File: src/hdl/ssd_pkg.sv
// Shared types, constants and helpers for the string splitter.
package ssd_pkg;

  // Sizing
  localparam int unsigned DELIM_MAX         = 8;
  localparam int unsigned POSITION_BITS     = 16;
  localparam int unsigned STRING_INDEX_BITS = 24;

  // Match window and register field widths
  localparam int unsigned WIN_DEPTH  = 8;
  localparam int unsigned WIN_AW     = 3;
  localparam int unsigned FILL_W     = 4;
  localparam int unsigned LEN_W      = 4;
  localparam int unsigned DELIM_W    = 64;
  localparam int unsigned CFG_DATA_W = 64;
  localparam int unsigned CFG_IDX_W  = 2;

  // Input command codes
  typedef enum logic {
    CMD_BYTE = 1'b0,
    CMD_END  = 1'b1
  } cmd_e;

  // Configuration register indexes
  typedef enum logic [CFG_IDX_W-1:0] {
    CFG_DELIM_BYTES = 2'd0,
    CFG_DELIM_LEN   = 2'd1,
    CFG_DROP_EMPTY  = 2'd2
  } cfg_idx_e;

  typedef logic [WIN_DEPTH-1:0][7:0] win_t;

  // Configuration as seen by the datapath
  typedef struct packed {
    logic [DELIM_W-1:0] delim_bytes;
    logic [LEN_W-1:0]   delim_len;
    logic               drop_empty;
  } cfg_t;

  // Per-block running state
  typedef struct packed {
    win_t                         win;
    logic [FILL_W-1:0]            fill;
    logic                         has_bytes;
    logic [POSITION_BITS-1:0]     slot;
    logic [STRING_INDEX_BITS-1:0] sidx;
    logic [POSITION_BITS-1:0]     max_slots;
  } state_t;

  // One result item
  typedef struct packed {
    logic [7:0]                   out_byte;
    logic                         byte_valid;
    logic                         token_end;
    logic [POSITION_BITS-1:0]     token_position;
    logic [STRING_INDEX_BITS-1:0] string_index;
    logic                         string_done;
    logic [POSITION_BITS-1:0]     max_token_count;
  } res_t;

  // Saturating increments
  function automatic logic [POSITION_BITS-1:0] pos_sat_inc(
    input logic [POSITION_BITS-1:0] v
  );
    return (&v) ? v : v + POSITION_BITS'(1);
  endfunction

  function automatic logic [STRING_INDEX_BITS-1:0] sidx_sat_inc(
    input logic [STRING_INDEX_BITS-1:0] v
  );
    return (&v) ? v : v + STRING_INDEX_BITS'(1);
  endfunction

endpackage

File: src/hdl/ssd_cfg_regs.sv
// Configuration registers of the string splitter.
module ssd_cfg_regs (
  input  logic                             clk_i,
  input  logic                             rst_ni,
  input  logic                             cfg_we_i,
  input  logic [ssd_pkg::CFG_IDX_W-1:0]    cfg_index_i,
  input  logic [ssd_pkg::CFG_DATA_W-1:0]   cfg_data_i,
  output ssd_pkg::cfg_t                    cfg_o
);
  import ssd_pkg::*;

  cfg_t cfg_q;

  // Register writes; unknown indexes are dropped
  always_ff @(posedge clk_i or negedge rst_ni) begin
    if (!rst_ni) begin
      cfg_q <= '0;
    end else if (cfg_we_i) begin
      case (cfg_index_i)
        CFG_DELIM_BYTES: cfg_q.delim_bytes <= cfg_data_i[DELIM_W-1:0];
        CFG_DELIM_LEN:   cfg_q.delim_len   <= cfg_data_i[LEN_W-1:0];
        CFG_DROP_EMPTY:  cfg_q.drop_empty  <= cfg_data_i[0];
        default: ;
      endcase
    end
  end

  assign cfg_o = cfg_q;

endmodule

File: src/hdl/ssd_step.sv
// One step of the splitter: at most one result and the state that follows it.
module ssd_step (
  input  logic            cmd_i,
  input  logic [7:0]      byte_i,
  input  logic            pushed_i,
  input  ssd_pkg::state_t state_i,
  input  ssd_pkg::cfg_t   cfg_i,
  output ssd_pkg::state_t state_o,
  output logic            emit_o,
  output ssd_pkg::res_t   res_o,
  output logic            done_o
);
  import ssd_pkg::*;

  logic [LEN_W-1:0]         elen;
  win_t                     win_eff;
  win_t                     win_sh;
  logic [FILL_W-1:0]        fill_eff;
  logic                     match;
  logic                     kept;
  logic [POSITION_BITS-1:0] slots;
  logic [POSITION_BITS-1:0] new_max;

  // Lengths above the window size act as the window size
  assign elen = (cfg_i.delim_len > LEN_W'(DELIM_MAX)) ? LEN_W'(DELIM_MAX) : cfg_i.delim_len;

  // A fresh byte lands behind the bytes already held
  always_comb begin
    win_eff  = state_i.win;
    fill_eff = state_i.fill;
    if (cmd_i == CMD_BYTE && !pushed_i) begin
      win_eff[state_i.fill[WIN_AW-1:0]] = byte_i;
      fill_eff = state_i.fill + FILL_W'(1);
    end
  end

  // Window after its oldest byte leaves
  always_comb begin
    for (int i = 0; i < WIN_DEPTH - 1; i++) begin
      win_sh[i] = win_eff[i+1];
    end
    win_sh[WIN_DEPTH-1] = '0;
  end

  // Parallel compare of the leading bytes against the delimiter
  always_comb begin
    match = 1'b1;
    for (int i = 0; i < WIN_DEPTH; i++) begin
      if (LEN_W'(i) < elen && win_eff[i] != cfg_i.delim_bytes[8*i +: 8]) begin
        match = 1'b0;
      end
    end
  end

  // Slot count and running max for a string end
  always_comb begin
    if (elen == '0) begin
      kept  = state_i.has_bytes;
      slots = state_i.has_bytes ? pos_sat_inc(state_i.slot) : state_i.slot;
    end else begin
      kept  = !cfg_i.drop_empty || state_i.has_bytes;
      slots = pos_sat_inc(state_i.slot);
    end
    new_max = (slots > state_i.max_slots) ? slots : state_i.max_slots;
  end

  // Action selection
  always_comb begin
    state_o       = state_i;
    state_o.win   = win_eff;
    state_o.fill  = fill_eff;
    emit_o        = 1'b0;
    done_o        = 1'b1;
    res_o                 = '0;
    res_o.token_position  = state_i.slot;
    res_o.string_index    = state_i.sidx;
    res_o.max_token_count = state_i.max_slots;

    if (cmd_i == CMD_BYTE) begin
      if (elen == '0) begin
        // Every byte is a one-byte token
        if (fill_eff != '0) begin
          emit_o            = 1'b1;
          res_o.out_byte    = win_eff[0];
          res_o.byte_valid  = 1'b1;
          res_o.token_end   = 1'b1;
          state_o.win       = win_sh;
          state_o.fill      = fill_eff - FILL_W'(1);
          state_o.slot      = pos_sat_inc(state_i.slot);
          state_o.has_bytes = 1'b0;
          done_o            = (fill_eff == FILL_W'(1));
        end
      end else if (fill_eff > elen) begin
        // Window longer than the delimiter: oldest byte is token data
        emit_o            = 1'b1;
        res_o.out_byte    = win_eff[0];
        res_o.byte_valid  = 1'b1;
        state_o.win       = win_sh;
        state_o.fill      = fill_eff - FILL_W'(1);
        state_o.has_bytes = 1'b1;
        done_o            = 1'b0;
      end else if (fill_eff == elen) begin
        if (match) begin
          // Delimiter found: close the token, next slot
          emit_o            = !cfg_i.drop_empty || state_i.has_bytes;
          res_o.token_end   = 1'b1;
          state_o.slot      = pos_sat_inc(state_i.slot);
          state_o.has_bytes = 1'b0;
          state_o.fill      = '0;
        end else begin
          emit_o            = 1'b1;
          res_o.out_byte    = win_eff[0];
          res_o.byte_valid  = 1'b1;
          state_o.win       = win_sh;
          state_o.fill      = fill_eff - FILL_W'(1);
          state_o.has_bytes = 1'b1;
        end
      end
    end else begin
      if (fill_eff != '0) begin
        // Drain held bytes before closing the string
        emit_o           = 1'b1;
        res_o.out_byte   = win_eff[0];
        res_o.byte_valid = 1'b1;
        state_o.win      = win_sh;
        state_o.fill     = fill_eff - FILL_W'(1);
        done_o           = 1'b0;
        if (elen == '0) begin
          res_o.token_end   = 1'b1;
          state_o.slot      = pos_sat_inc(state_i.slot);
          state_o.has_bytes = 1'b0;
        end else begin
          state_o.has_bytes = 1'b1;
        end
      end else begin
        // Final result of the string
        emit_o                = 1'b1;
        res_o.token_end       = kept;
        res_o.string_done     = 1'b1;
        res_o.max_token_count = new_max;
        state_o.max_slots     = new_max;
        state_o.fill          = '0;
        state_o.has_bytes     = 1'b0;
        state_o.slot          = '0;
        state_o.sidx          = sidx_sat_inc(state_i.sidx);
      end
    end
  end

endmodule

File: src/hdl/ssd_core.sv
// Input register, running state and step control of the splitter.
module ssd_core (
  input  logic          clk_i,
  input  logic          rst_ni,
  input  logic          in_valid_i,
  output logic          in_ready_o,
  input  logic          command_i,
  input  logic [7:0]    data_byte_i,
  input  ssd_pkg::cfg_t cfg_i,
  input  logic          adv_i,
  output logic          res_valid_o,
  output ssd_pkg::res_t res_o
);
  import ssd_pkg::*;

  logic       item_v_q;
  logic       item_cmd_q;
  logic [7:0] item_byte_q;
  logic       pushed_q;
  state_t     state_q;
  state_t     state_d;
  logic       emit;
  logic       done;
  logic       step_en;
  logic       accept;

  ssd_step u_step (
    .cmd_i    (item_cmd_q),
    .byte_i   (item_byte_q),
    .pushed_i (pushed_q),
    .state_i  (state_q),
    .cfg_i    (cfg_i),
    .state_o  (state_d),
    .emit_o   (emit),
    .res_o    (res_o),
    .done_o   (done)
  );

  // A step runs whenever an item is held and the result register has room
  assign step_en     = item_v_q && adv_i;
  assign in_ready_o  = !item_v_q || (step_en && done);
  assign accept      = in_valid_i && in_ready_o;
  assign res_valid_o = step_en && emit;

  // Item control and running state
  always_ff @(posedge clk_i or negedge rst_ni) begin
    if (!rst_ni) begin
      item_v_q <= 1'b0;
      pushed_q <= 1'b0;
      state_q  <= '0;
    end else begin
      if (step_en) begin
        state_q <= state_d;
      end
      if (accept) begin
        item_v_q <= 1'b1;
        pushed_q <= 1'b0;
      end else if (step_en) begin
        item_v_q <= !done;
        pushed_q <= 1'b1;
      end
    end
  end

  // Item payload
  always_ff @(posedge clk_i) begin
    if (accept) begin
      item_cmd_q  <= command_i;
      item_byte_q <= data_byte_i;
    end
  end

endmodule

File: src/hdl/ssd_out_reg.sv
// Result register between the step logic and the output channel.
module ssd_out_reg (
  input  logic          clk_i,
  input  logic          rst_ni,
  input  logic          load_i,
  input  ssd_pkg::res_t res_i,
  output logic          adv_o,
  output logic          out_valid_o,
  input  logic          out_ready_i,
  output ssd_pkg::res_t res_o
);
  import ssd_pkg::*;

  logic out_v_q;
  res_t res_q;

  // Room when empty or when the held item leaves now
  assign adv_o = !out_v_q || out_ready_i;

  always_ff @(posedge clk_i or negedge rst_ni) begin
    if (!rst_ni) begin
      out_v_q <= 1'b0;
    end else if (adv_o) begin
      out_v_q <= load_i;
    end
  end

  always_ff @(posedge clk_i) begin
    if (adv_o && load_i) begin
      res_q <= res_i;
    end
  end

  assign out_valid_o = out_v_q;
  assign res_o       = res_q;

endmodule

File: src/hdl/string_split_on_delimiter_top.sv
// Top level of the streaming string splitter.
//
//  channel  | handshake               | payload
//  ---------+-------------------------+-------------------------------------------
//  input    | in_valid_i / in_ready_o | command_i, data_byte_i
//  output   | out_valid_o/out_ready_i | out_byte_o .. max_token_count_o
//  config   | cfg_we_i                | cfg_index_i, cfg_data_i
//
// An item is worked in steps: one per window byte released past the delimiter
// length, then one for the delimiter compare or the string close, so a byte normally
// needs one step and a string end one plus its held bytes; results are registered.
// Reset clears the config, valid flags, window fill and all counters, not the payloads.
// A stalled output holds its result; the step unit pauses until the result register
// frees, and input ready drops while an item is still being worked.
module string_split_on_delimiter_top (
  input  logic                                    clk_i,
  input  logic                                    rst_ni,
  input  logic                                    in_valid_i,
  output logic                                    in_ready_o,
  input  logic                                    command_i,
  input  logic [7:0]                              data_byte_i,
  input  logic                                    cfg_we_i,
  input  logic [ssd_pkg::CFG_IDX_W-1:0]           cfg_index_i,
  input  logic [ssd_pkg::CFG_DATA_W-1:0]          cfg_data_i,
  output logic                                    out_valid_o,
  input  logic                                    out_ready_i,
  output logic [7:0]                              out_byte_o,
  output logic                                    byte_valid_o,
  output logic                                    token_end_o,
  output logic [ssd_pkg::POSITION_BITS-1:0]       token_position_o,
  output logic [ssd_pkg::STRING_INDEX_BITS-1:0]   string_index_o,
  output logic                                    string_done_o,
  output logic [ssd_pkg::POSITION_BITS-1:0]       max_token_count_o
);
  import ssd_pkg::*;

  cfg_t cfg;
  res_t step_res;
  res_t out_res;
  logic step_valid;
  logic adv;

  ssd_cfg_regs u_cfg (
    .clk_i       (clk_i),
    .rst_ni      (rst_ni),
    .cfg_we_i    (cfg_we_i),
    .cfg_index_i (cfg_index_i),
    .cfg_data_i  (cfg_data_i),
    .cfg_o       (cfg)
  );

  ssd_core u_core (
    .clk_i       (clk_i),
    .rst_ni      (rst_ni),
    .in_valid_i  (in_valid_i),
    .in_ready_o  (in_ready_o),
    .command_i   (command_i),
    .data_byte_i (data_byte_i),
    .cfg_i       (cfg),
    .adv_i       (adv),
    .res_valid_o (step_valid),
    .res_o       (step_res)
  );

  ssd_out_reg u_out (
    .clk_i       (clk_i),
    .rst_ni      (rst_ni),
    .load_i      (step_valid),
    .res_i       (step_res),
    .adv_o       (adv),
    .out_valid_o (out_valid_o),
    .out_ready_i (out_ready_i),
    .res_o       (out_res)
  );

  // Result fields to ports
  assign out_byte_o        = out_res.out_byte;
  assign byte_valid_o      = out_res.byte_valid;
  assign token_end_o       = out_res.token_end;
  assign token_position_o  = out_res.token_position;
  assign string_index_o    = out_res.string_index;
  assign string_done_o     = out_res.string_done;
  assign max_token_count_o = out_res.max_token_count;

endmodule

File: config.mk
export PLATFORM = sky130hd
export DESIGN_NAME = string_split_on_delimiter_top
export DESIGN_NICKNAME = d
export VERILOG_FILES = /design/src/hdl/ssd_pkg.sv /design/src/hdl/ssd_cfg_regs.sv /design/src/hdl/ssd_step.sv /design/src/hdl/ssd_core.sv /design/src/hdl/ssd_out_reg.sv /design/src/hdl/string_split_on_delimiter_top.sv
export SDC_FILE = /design/constraint.sdc
export NUM_CORES = 1
export LEC_CHECK = 0
export CAP_MARGIN = 5
export CORE_MARGIN = 3
export CORE_UTILIZATION = 25
export CTS_CLUSTER_DIAMETER = 200
export CTS_CLUSTER_SIZE = 10
export DETAILED_ROUTE_END_ITERATION = 8
export DONT_BUFFER_PORTS = 1
export GPL_TIMING_DRIVEN = 1
export PLACE_DENSITY = 0.46
export SETUP_SLACK_MARGIN = 0.5
export SYNTH_ARGS = -nofsm -noshare
export SYNTH_HDL_FRONTEND = slang
export SYNTH_SLANG_ARGS = --single-unit
File: constraint.sdc
create_clock -name clk_i -period 18.4 [get_ports clk_i]
set_input_delay 0.92 -clock clk_i [delete_from_list [all_inputs] [get_ports clk_i]]
set_output_delay 0.92 -clock clk_i [all_outputs]
set_load 0.02 [all_outputs]
Yosys cells after proc, flatten, opt, wreduce, memory -nomap -nowiden
Index checks and enable logic that the tools add are counted.
{ "totals": {"regBits": 273, "in_bits": 80, "word_cells": 162} }
{ "op_classes": {"add_sub_neg": 4, "magnitude_cmp": 13, "eq_ne": 15, "muxes": 60, "bitwise_logic": 3, "n_reduce_logical": 39} }
{ "op_table": {"columns": ["cell", "count"], "rows": [
  ["2-to-1 mux 85 bit", 4],
  ["2-to-1 mux 64 bit", 3],
  ["2-to-1 mux 16 bit", 8],
  ["2-to-1 mux 69 bit", 1],
  ["bitwise mux 64 bit", 1],
  ["inequality test 8 bit", 8],
  ["2-to-1 mux 10 bit", 4],
  ["2-to-1 mux 1 bit", 29],
  ["2-to-1 mux 9 bit", 3],
  ["adder 24 x 1 -> 24 bit (second input constant)", 1],
  ["demux 8 bit (select 3 bit)", 1],
  ["AND reduction 24 bit", 1],
  ["2-to-1 mux 21 bit", 1],
  ["2-to-1 mux 17 bit", 1],
  ["adder 16 x 1 -> 16 bit (second input constant)", 1],
  ["greater-than comparator 16 bit", 1],
  ["< comparator 3 x 4 -> 1 bit (first input constant)", 4],
  ["AND reduction 16 bit", 1],
  ["logical AND 1 bit", 15],
  ["< comparator 1 x 4 -> 1 bit (first input constant)", 2],
  ["< comparator 2 x 4 -> 1 bit (first input constant)", 2],
  ["2-to-1 mux 4 bit", 2],
  ["2-to-1 mux 8 bit", 1],
  ["nonzero test 4 bit", 2],
  ["25 further kinds", 37]
]} }

Longest topological paths before layout
{ "logic_depth": {"word_depth": 23, "depth_mapped": 23, "ltp_nobuf": 20} }

By module
Synthesis repeated with hierarchy kept, for this count alone.
{ "hier_totals": {"cells_unflattened": 1556, "area_unflattened_um2": 16881.2} }
{ "by_module_without_submodules": {"columns": ["module", "n_inst", "cells_each", "area_per_inst_um2", "seq_area_each_um2"], "rows": [
  ["ssd_step", 1, 1054, 6722.7, 0.0],
  ["ssd_core", 1, 283, 5205.0, 3448.3],
  ["ssd_cfg_regs", 1, 148, 2887.8, 1726.7],
  ["ssd_out_reg", 1, 71, 2065.7, 2037.0]
]} }

Worst setup path after synthesis
OpenSTA, ideal clock, no wires.
{ "synth_timing": {"path_type": "reg2reg", "startpoint": "register u_core.item_cmd_q", "endpoint": "register u_out.res_q, in the netlist u_out.res_o[0], enable pin", "arrival_time_ns": 5.861, "t_required_ns": 17.886, "setup_slack_ns": 12.025, "path_stages_with_launch": 13, "n_path_buf": 3, "period_less_slack_ns": 6.375, "path_cell_list": "edfxtp_1 or3_1 buf_2 buf_6 nor2_4 mux2i_1 a22o_1 o32a_1 o22ai_1 and2_1 buf_4 a311o_1 a21oi_1"} }
{ "synth_via": {"elab_chain_len": 20, "word_cells_on_any_way": 39, "classes_between": "order compare: 1; eq/ne: 9; mux: 16; bitwise: 1; reduce/logical: 12"} }
{ "synth_rtl": {"columns": ["item", "line_no", "rtl"], "rows": [
  ["from (decl)", "ssd_core.sv:17", "logic item_cmd_q;"],
  ["from (signal assigned)", "ssd_core.sv:68", "item_cmd_q <= command_i;"],
  ["NOT 1 bit", null, null],
  ["logical AND 1 bit", "ssd_step.sv:31", "if (cmd_i == CMD_BYTE && !pushed_i) begin"],
  ["2-to-1 mux 64 bit", "ssd_step.sv:31", null],
  ["inequality test 8 bit", "ssd_step.sv:49", "if (LEN_W'(i) < elen && win_eff[i] != cfg_i.delim_bytes[8*i +: 8]) begin"],
  ["logical AND 1 bit", "ssd_step.sv:49", null],
  ["2-to-1 mux 1 bit (8 in series)", "ssd_step.sv:49", null],
  ["2-to-1 mux 1 bit", "ssd_step.sv:103", "if (match) begin"],
  ["2-to-1 mux 1 bit", "ssd_step.sv:102", "end else if (fill_eff == elen) begin"],
  ["2-to-1 mux 1 bit", "ssd_step.sv:93", "end else if (fill_eff > elen) begin"],
  ["2-to-1 mux 1 bit", "ssd_step.sv:80", "if (elen == '0) begin"],
  ["2-to-1 mux 1 bit *", "ssd_step.sv:79", "if (cmd_i == CMD_BYTE) begin"],
  ["logical AND 1 bit *", "ssd_core.sv:43", "assign res_valid_o = step_en && emit;"],
  ["logical AND 1 bit *", "ssd_out_reg.sv:29", "if (adv_o && load_i) begin"],
  ["to (signal assigned)", "ssd_out_reg.sv:30", "res_q <= res_i;"],
  ["to (decl)", "ssd_out_reg.sv:15", "res_t res_q;"]
]} }
Every way passes the cells marked *; elsewhere a longest branch is shown, timed or not.
A chain may end at the register's enable or synchronous reset.

Worst setup path in the final report
{ "layout_timing": {"startpoint": "register u_core.item_cmd_q", "endpoint": "register u_core.state_q[67] (netlist name)"} }
{ "layout_via": {"elab_chain_len": 18, "word_cells_on_any_way": 38, "classes_between": "order compare: 1; eq/ne: 9; mux: 17; bitwise: 1; reduce/logical: 10"} }
{ "layout_rtl": {"columns": ["item", "line_no", "rtl"], "rows": [
  ["NOT 1 bit", null, null],
  ["logical AND 1 bit", "ssd_step.sv:31", null],
  ["2-to-1 mux 64 bit", "ssd_step.sv:31", null],
  ["inequality test 8 bit", "ssd_step.sv:49", null],
  ["logical AND 1 bit", "ssd_step.sv:49", null],
  ["2-to-1 mux 1 bit (8 in series)", "ssd_step.sv:49", null],
  ["2-to-1 mux 64 bit", "ssd_step.sv:103", null],
  ["2-to-1 mux 85 bit", "ssd_step.sv:102", null],
  ["2-to-1 mux 69 bit", "ssd_step.sv:93", null],
  ["2-to-1 mux 85 bit", "ssd_step.sv:80", null],
  ["2-to-1 mux 85 bit *", "ssd_step.sv:79", null],
  ["to (signal assigned)", "ssd_core.sv:53", "state_q <= state_d;"],
  ["to (decl)", "ssd_core.sv:20", "state_t state_q;"]
]} }
Every way passes the cells marked *; elsewhere a longest branch is shown, timed or not. The select of a mux whose other input is x is not followed.

==> impl_metrics.ini <==
[die]
start_util_pct = 25.41
rows = 87
coreArea_um2 = 56710
dieArea_um2 = 60560
io_pins = 149
die_y_um = 246.1
die_w_um = 246.1

[synthesis]
synth_warnings = 0
synth_top_cell_by_area = dfrtp_1
ys_ff_latch = 273
synth_enable_flop_cells = 76
synthesis.nets = 1452
synth_cell_types = 68
synth.area.top_cells = dfrtp_1 34%, edfxtp_1 16%, mux2_2 6.6%
seq_area_frac_synth_pct = 50.05
yosys_most_used_dff = dfrtp_1
syn_avg_cell_area_um2 = 10.71
netlist_area_um2 = 14410
yosys.area.top_type_share_pct = 34.21
synth-async-reset-ratio_pct = 72.16
synth_cells = 1346
synth_common_cells = 197 x dfrtp_1, 94 x nor2_1, 85 x mux2_2
yosysMostFrequentCell = dfrtp_1

[placement]
gp_congestion = 0.8584
dp_worst_setup_slack_ps = 12480
dp_hpwl_mm = 28.83
port_buffers = 0

[status]
outcome = complete, no violations

[worst_setup_path]
start_kind = flip-flop
setup.worst_path.class = flip-flop to flip-flop
arrival_ps = 6400
crit_required_ps = 18850
path_max_fanout = 74
path_cells = nor3b_2 -> nand2_2 -> a21o_1 -> a222oi_1 -> or3b_1 -> a41o_1 -> nor4_2 -> and2_1 -> o21a_1 -> inv_2 -> buf_4 -> o21a_1 -> o22a_1
max_stage_delay_ps = 800
cp-end-kind = flip-flop
cpMaxStageDelayCell = nor3b_2
crit_top_cell = o21a_1

[cts]
htreeDepth = 1
post_cts_resized = 0
clk_latency_ps = 590
clk_pin_slew_worst_paths_ps = 60
cts.sinks = 273
cts_tree = done
clockRootBuffer = clkbuf_16
clock_path_buffers = 3
cts_made_buffers = 31

[detailed_routing]
first_iter_violations = 987
drc = 0
via_count = 10426
firstDrtPassIters = 5
wl_mm = 42.58
post_drt_wl_per_cell_um = 20.41
ant_nets = 0
vias_per_cell = 4.998

[global_route]
antenna_found_initial = 2
global_route.usage.met3_pct = 2.601
top_usage_layer = met2
use_met2_pct = 22.50
grt_pass1_vias = 10431
grt_max_degree = 124
grtUsageTotal_pct = 13.98
gr-total-overflow = 0
grt_use_met1_pct = 19.62
grt_first_pass_wirelength_mm = 66.38

[power]
p_leak_nw = 6.509
ir_worst_vdd_mv = 0.06818
p_per_area_nw_per_um2 = 149.3

[timing]
period_needed_ps = 5949
fin_ws_ps = 12450
hold_violations = 0
rsz0062_at_grt = false
fin_tns_setup_ps = 0
max_freq_ghz = 0.1681
slew_violations = 0
worstMarginPinSlew_ps = 1006
finalSetupViolations = 0
relSlewSlack_pct = 32.92
fin_crit_sh_pct = 32.33
finClkSkew_ps = 25.36

[job]
drv_cap = 0

[cells_and_area]
post_route_cells_drive_above_1_share_pct = 11.67
syn2layout_area_growth_pct = 11.30
nets = 1418

[min_path]
min-delay-path-class = primary input to async pin
[routing by layer]
metal | vias to the layer above | wire (um)
met4 | 2 | 755
met5 | - | 13
li1 | 4866 | -
met2 | 324 | 20030
met3 | 58 | 2405
met1 | 5176 | 19380
[cell type report]
type	count	area, um^2
Antenna cell	2	5.005
Tap cell	756	945.9
Fill cell	5894	40670
Clock inverter	2	17.52
Inverter	55	206.4
Clock buffer	47	835.8
Timing Repair Buffer	20	182.7
Sequential cell	273	7212
Multi-Input combinational cell	931	6634
[report_power, final]
| part | switching (mW) | leakage, nW | internal, mW |
|---|---|---|---|
| combinational | 0.504 | 2.78 | 0.284 |
| clock | 0.254 | 0.410 | 0.308 |
| sequential | 0.227 | 3.31 | 0.818 |
| total | 0.984 | 6.51 | 1.41 |
[kinds of logic after synthesis]
group | synth area share (%)
compound gates | 13.64
xor+xnor | 6.503
fa+ha+maj | 2.258
buf+inv | 4.159
flops | 50.05
mux | 9.351
simple gates | 14.04
[registers in the layout (all words and copies together), names as in the netlist]
register            flops
u_core.item_v_q         1
u_out.res_o            67
u_core.item_cmd_q       1
u_out.out_valid_o       1
u_core.state_q        125
u_core.pushed_q         1
u_core.item_byte_q      8
u_cfg.cfg_o            69
[placed cells by master (no fill, tap or decap), drive strengths merged, types with 48 or more instances in the layout]
| cell type | Yosys | routed |
|---|---|---|
| xor2 | 48 | 48 |
| edfxtp | 76 | 76 |
| dfrtp | 197 | 197 |
| a21oi | 62 | 62 |
| mux2 | 85 | 85 |
| inv | 55 | 57 |
| nand2 | 77 | 77 |
| nor3 | 68 | 68 |
| xnor2 | 59 | 59 |
| nor2 | 97 | 97 |
| a221o | 52 | 52 |
| o21ai | 51 | 51 |
[path summary, 6_finish.rpt]
| kind | startpoint | end | slack (ps) | cells after the start |
|---|---|---|---|---|
| worst max-delay path | u_core.item_cmd_q | u_core.state_q[67] | 12450 | 13 |
| worst min-delay path | rst_ni | u_cfg.cfg_o[65] | 70 | 0 |
| worst max register to register | u_core.item_cmd_q | u_core.state_q[67] | 12450 | 13 |
| worst min register to register | u_core.state_q[119] | u_core.state_q[119] | 500 | 1 |
| max in group asynchronous | rst_ni | u_core.state_q[120] | 17860 | 1 |
| min in group clk_i | data_byte_i[7] | u_core.item_byte_q[7] | 440 | 0 |
[metrics by stage]
| stage | util [%] | instances | power (mW) | area [um^2] | hold slack (ps) |
|---|---|---|---|---|---|
| 2_1_floorplan | - | 1346 | 1.624 | 14410 | 423.1 |
| 3_3_place_gp | 26.68 | 2033 | 1.834 | 15130 | 482.3 |
| 3_5_place_dp | 26.68 | 2033 | 1.848 | 15130 | 487.2 |
| 4_1_cts | 28.27 | 2084 | 2.433 | 16030 | 18.07 |
| 5_1_grt | 28.27 | 2084 | 2.561 | 16030 | 31.92 |
| 6_report | 28.28 | 2086 | 2.395 | 16040 | 70.46 |
[timing repair]
| action | in CTS | in global routing |
|---|---|---|
| setup buffers | 0 | 0 |
| hold buffers | 2 | 0 |
| endpoints found under the setup margin | 0 | 0 |
| hold endpoints to repair | 60 | 0 |
[worst max-delay path: cells and delay by family (launching register included)]
family | cells | cell delay (ps)
AOI/OAI and AO/OA | 6 | 2140
buffers and inverters | 2 | 910
DFF | 1 | 580
and+or+nand+nor | 5 | 2110
Power figures use the tool's default switching activity.
